<file path="src/design/sorted_table_binary_search_assert.svh">
// Assertion macros for the sorted table search block.
// Each macro samples on clk and is disabled while rst is high; the using module supplies both.
`ifndef SORTED_TABLE_BINARY_SEARCH_ASSERT_SVH
`define SORTED_TABLE_BINARY_SEARCH_ASSERT_SVH
`ifndef SYNTHESIS
`define STBS_ASSERT_NOW(lbl, ante, cons, msg) \
  lbl: assert property (@(posedge clk) disable iff (rst) (ante) |-> (cons)) else $error(msg);
`define STBS_ASSERT_NEXT(lbl, ante, cons, msg) \
  lbl: assert property (@(posedge clk) disable iff (rst) (ante) |=> (cons)) else $error(msg);
`else
`define STBS_ASSERT_NOW(lbl, ante, cons, msg)
`define STBS_ASSERT_NEXT(lbl, ante, cons, msg)
`endif
`endif

</file>
<file path="src/design/stbs_pkg.sv">
// Shared constants, types and command/status structures for the sorted table search block.
// No dependencies; used by stbs_ctrl, stbs_dpath and the top level.
`default_nettype none
package stbs_pkg;

  localparam int TABLE_DEPTH = 1024;
  localparam int IDX_W       = $clog2(TABLE_DEPTH);
  localparam int CNT_W       = IDX_W + 1;
  localparam int PTR_W       = CNT_W + 1;
  localparam int DATA_W      = 32;

  localparam logic signed [PTR_W-1:0] PTR_ONE = PTR_W'(1);

  // Input selector codes carried on tuser.
  localparam logic FUNC_LOAD   = 1'b0;
  localparam logic FUNC_SEARCH = 1'b1;

  typedef enum logic [2:0] {
    S_IDLE,
    S_START,
    S_PROBE,
    S_NB_FIRST,
    S_NB_SECOND,
    S_FINISH
  } stbs_state_t;

  typedef enum logic [2:0] {
    OP_NONE,
    OP_WRITE,
    OP_INIT,
    OP_FIRST,
    OP_STEP,
    OP_MATCH,
    OP_NB_LOWER,
    OP_NB_UPPER
  } stbs_op_t;

  typedef struct packed {
    stbs_op_t op;
    logic     load_out;
  } stbs_cmd_t;

  typedef struct packed {
    logic empty;
    logic match;
    logic open_next;
    logic out_free;
  } stbs_status_t;

  typedef struct packed {
    logic                     found;
    logic [IDX_W-1:0]         position;
    logic                     has_lower;
    logic signed [DATA_W-1:0] lower_value;
    logic                     has_upper;
    logic signed [DATA_W-1:0] upper_value;
  } stbs_result_t;

endpackage
`default_nettype wire

</file>
<file path="src/design/stbs_ctrl.sv">
// Sequencing state machine for the sorted table search block.
// Depends on stbs_pkg; drives stbs_dpath through a command struct and reads its status.
`default_nettype none
module stbs_ctrl (
  input  wire                   clk,
  input  wire                   rst,
  input  wire                   in_valid,
  input  wire                   in_func,
  output logic                  in_ready,
  input  stbs_pkg::stbs_status_t status,
  output stbs_pkg::stbs_cmd_t   cmd
);
  import stbs_pkg::*;

`include "sorted_table_binary_search_assert.svh"

  stbs_state_t state, state_next;

  always_ff @(posedge clk) begin
    if (rst) begin
      state <= S_IDLE;
    end else begin
      state <= state_next;
    end
  end

  always_comb begin
    state_next = state;
    unique case (state)
      S_IDLE: begin
        if (in_valid && in_func == FUNC_SEARCH) state_next = S_START;
      end
      S_START: begin
        state_next = status.empty ? S_FINISH : S_PROBE;
      end
      S_PROBE: begin
        if (status.match) state_next = S_FINISH;
        else if (!status.open_next) state_next = S_NB_FIRST;
      end
      S_NB_FIRST:  state_next = S_NB_SECOND;
      S_NB_SECOND: state_next = S_FINISH;
      S_FINISH: begin
        if (status.out_free) state_next = S_IDLE;
      end
      default: state_next = S_IDLE;
    endcase
  end

  always_comb begin
    in_ready     = 1'b0;
    cmd.op       = OP_NONE;
    cmd.load_out = 1'b0;
    unique case (state)
      S_IDLE: begin
        in_ready = 1'b1;
        if (in_valid) cmd.op = (in_func == FUNC_SEARCH) ? OP_INIT : OP_WRITE;
      end
      S_START: begin
        if (!status.empty) cmd.op = OP_FIRST;
      end
      S_PROBE: begin
        cmd.op = status.match ? OP_MATCH : OP_STEP;
      end
      S_NB_FIRST:  cmd.op = OP_NB_LOWER;
      S_NB_SECOND: cmd.op = OP_NB_UPPER;
      S_FINISH: begin
        cmd.load_out = status.out_free;
      end
      default: cmd.op = OP_NONE;
    endcase
  end

  `STBS_ASSERT_NEXT(a_match_ends, state == S_PROBE && status.match, state == S_FINISH, "match did not end the search")
  `STBS_ASSERT_NEXT(a_nb_pair, state == S_NB_FIRST, state == S_NB_SECOND, "neighbour reads out of order")
  `STBS_ASSERT_NEXT(a_finish_hold, state == S_FINISH && !status.out_free, state == S_FINISH, "result dropped while output busy")

endmodule
`default_nettype wire

</file>
<file path="config.mk">
export PLATFORM = sky130hd
export DESIGN_NAME = stbs_ctrl
export DESIGN_NICKNAME = d
export VERILOG_FILES = /design/src/design/stbs_pkg.sv /design/src/design/stbs_ctrl.sv
export VERILOG_INCLUDE_DIRS = /design/src /design/src/design
export SDC_FILE = /design/constraint.sdc
export NUM_CORES = 1
export LEC_CHECK = 0
export BUFFER_PORTS_ARGS = -buffer_cell sky130_fd_sc_hd__buf_2
export CAP_MARGIN = 20
export CORE_AREA = 2 2 39 41
export CTS_BUF_LIST = sky130_fd_sc_hd__clkbuf_8
export DETAILED_ROUTE_END_ITERATION = 10
export DIE_AREA = 0 0 41 43
export SETUP_SLACK_MARGIN = 0.05
export SYNTH_ARGS = -nofsm -noshare
export SYNTH_HDL_FRONTEND = slang
export SYNTH_SLANG_ARGS = --single-unit
</file>
<file path="constraint.sdc">
create_clock -name clk -period 2 [get_ports clk]
set_input_delay 0.4 -clock clk [delete_from_list [all_inputs] [get_ports clk]]
set_output_delay 0.4 -clock clk [all_outputs]
set_load 0.005 [all_outputs]
</file>
==> flow_metrics.tcl <==
set metrics [dict create \
    status "complete, no violations" \
    grt_pass1_wl_mm 1.08 \
    crit_slowest_cell "dfxtp_1" \
    ir_worst_vdd_v 0.000416 \
    routed-via-count 328 \
    multi_input_area_um2 171 \
    hold_class "input port to flop" \
    required_ps 1600 \
    top_regs "state: 3 flops" \
    clock_sinks 3 \
    top_register "state" \
    avgSynthCellArea_um2 6.85 \
    ys_warn_count 0 \
    clk_path_buf_depth 2 \
    min_period_ps 1760 \
    power_density_nw_per_um2 918 \
    crit_path_max_fanout 11 \
    worst_ep_arrival_time_ps 1360 \
    synthCells 38 \
    slew_viol_final 0 \
    finClkSkew_ps 1.59 \
    rsz0062_at_grt "false" \
    tightest_slew_ps 404 \
    wl_per_cell_um 9.81 \
    fp-row-count 14 \
    met2_usage_pct 10.9 \
    start_util_pct 18.8 \
    die_area_um2 1760 \
    hold_depth 2 \
    port_buffers 12 \
    rrSetupSlack_ps 680 \
    grt_pass1_vias 280 \
    max-slew-margin-rel_pct 73.0 \
    worstHoldStart "rst" \
    nNetsFinal 60 \
    fillers 160 \
    start_kind "flop" \
    seqCellArea_um2 60.1 \
    ys_top_cells_by_area "dfxtp_1 (23%), a211o_1 (10%), o21ai_0 (9.6%), a21oi_1 (7.7%), nor3_1 (5.8%)" \
    dp_cells 63 \
    syn_area_um2 260 \
    leakagePower_nw 0.174 \
    synth_top_area_cell "dfxtp_1" \
    hold_viol 0 \
    drc 0 \
    cts_resized 0 \
    clock_latency_ps 210 \
    die_h_um 43 \
    drv_cap 0 \
    track_usage_pct 9.63 \
    place.gp.congestion 0.734 \
    ys_seq_area_share_pct 23.1 \
    io_pins 13 \
    cts_hold_buf 0 \
    stdcell_count 67 \
    antenna-diode-count 0 \
    path_clk_slew_ps 30 \
    drt_wl_total_um 657 \
    drtIter0Drc 8 \
    firstDrtPassIters 4 \
    finalSetupViolCount 0 \
    die_x_um 41 \
    final_antenna_net_count 0 \
    cts-buffers-inserted 3 \
    design.core.area_um2 1380 \
    crit_path_max_incr_delay_ps 490 \
    min_to "state[2]$_SDFFE_PP0P_" \
    synth_top_cell_area_share_pct 23.1 \
    drive_above_1_share_pct 29.4 \
    postCtsSetupRepairBufs 0 \
    fin_crit_sh_pct 87.9 \
    grt_util_met1_pct 12.8 \
    end_kind "output pin" \
    busiest_layer "met1" \
    reg2reg_from "state[2]$_SDFFE_PP0P_" \
    crit_type "flop to output pin" \
    r2r_end "state[0]$_SDFFE_PP0P_" \
    fmax_mhz 569 \
    r2r_cells 3 \
    synth.distinct_cells 19 \
    path_cells "nor3b_1, a31oi_1, o21ai_0, buf_2" \
    use_met3_pct 3.14 \
    gr-total-overflow 0 \
    antenna_found_initial 0 \
    cts-root-buf "clkbuf_8" \
    cts_tree "yes" \
    largest_reg_flops 3 \
    htreeDepth 1 \
    ys_ff_latch 3 \
    vias_per_cell 4.90 \
    syn2layout_area_growth_pct 42.8 \
    syn_nets 46 \
    grt_max_degree 16 \
    setup_tns_ps 0 \
]
-- synthesized netlist by cell type --
| cell type | number |
|---|---|
| o21ai_0 | 5 |
| a21oi_1 | 4 |
| inv_1 | 4 |
| a211o_1 | 3 |
| dfxtp_1 | 3 |
| nor3_1 | 3 |
| a31oi_1 | 2 |
| buf_2 | 2 |
| nor2_1 | 2 |
| a21o_1 | 1 |
| clkbuf_1 | 1 |
| nand2_1 | 1 |
| nand3_1 | 1 |
| nor2b_1 | 1 |
| nor3b_1 | 1 |
| nor4bb_1 | 1 |
| o211ai_1 | 1 |
| o32ai_1 | 1 |
| or3b_1 | 1 |
-- metrics by stage --
| step | hold WS, ps | area, um2 | setup slack [ps] | total power [mW] | utilization (%) |
|---|---|---|---|---|---|
| global route | 401 | 372 | 155 | 0.370 | 26.9 |
| detailed placement | 621 | 327 | 469 | 0.176 | 23.6 |
| global placement | 622 | 327 | 500 | 0.174 | 23.6 |
| floorplan | 469 | 260 | 684 | 0.142 | - |
| CTS | 399 | 372 | 240 | 0.347 | 26.9 |
| finish | 400 | 372 | 241 | 0.341 | 26.9 |
-- area by class of cell --
class | instances | share of cell area, %
clock inverter | 1 | 1.01
clock buffer | 3 | 11.1
sequential | 3 | 16.2
tap | 16 | 5.39
timing repair buffer | 12 | 16.2
inverter | 4 | 4.04
multi-input combinational | 28 | 46.1
-- how the worst max path moves through the flow --
stage,from,end,cells after the start
floorplan,state[1]$_SDFFE_PP0P_,cmd[1],4
global placement,status[3],cmd[1],5
detailed placement,state[0]$_SDFFE_PP0P_,cmd[1],4
CTS,state[0]$_SDFFE_PP0P_,cmd[1],4
global route,state[0]$_SDFFE_PP0P_,cmd[1],4
finish,state[0]$_SDFFE_PP0P_,cmd[1],4
-- cells by family after synthesis --
group	Yosys count	synth area share, %
buffers and inverters	7	11.1
flip-flops	3	23.1
AND/OR/NAND/NOR	11	24.5
AO/OA/AOI/OAI	17	41.3
-- worst max-delay path: cells and delay by family (launching register included) --
| kind | cells | cell delay, ps |
|---|---|---|
| AOI/OAI and AO/OA | 2 | 220 |
| buffers and inverters | 1 | 130 |
| DFF | 1 | 490 |
| and+or+nand+nor | 1 | 300 |
-- layout by cell type, fill, tap and decap left out, types with 2 or more instances in the layout --
master,Yosys,layout
inv_1,4,5
a211o_1,3,3
buf_2,2,12
nor3_1,3,3
o21ai_0,5,5
clkbuf_8,0,3
a31oi_1,2,2
dfxtp_1,3,3
a21oi_1,4,4
nor2_1,2,2
-- per-layer routing --
| metal | up-vias | wire [um] |
|---|---|---|
| li1 | 166 | - |
| met1 | 148 | 314 |
| met2 | 10 | 272 |
| met3 | 4 | 42 |
| met4 | 0 | 28 |
| met5 | - | 0 |
-- where the power goes --
part	internal, mW	switching (mW)
logic	0.0460	0.0389
registers	0.0679	0.0208
clock network	0.130	0.0372
Power figures use the tool's default switching activity.
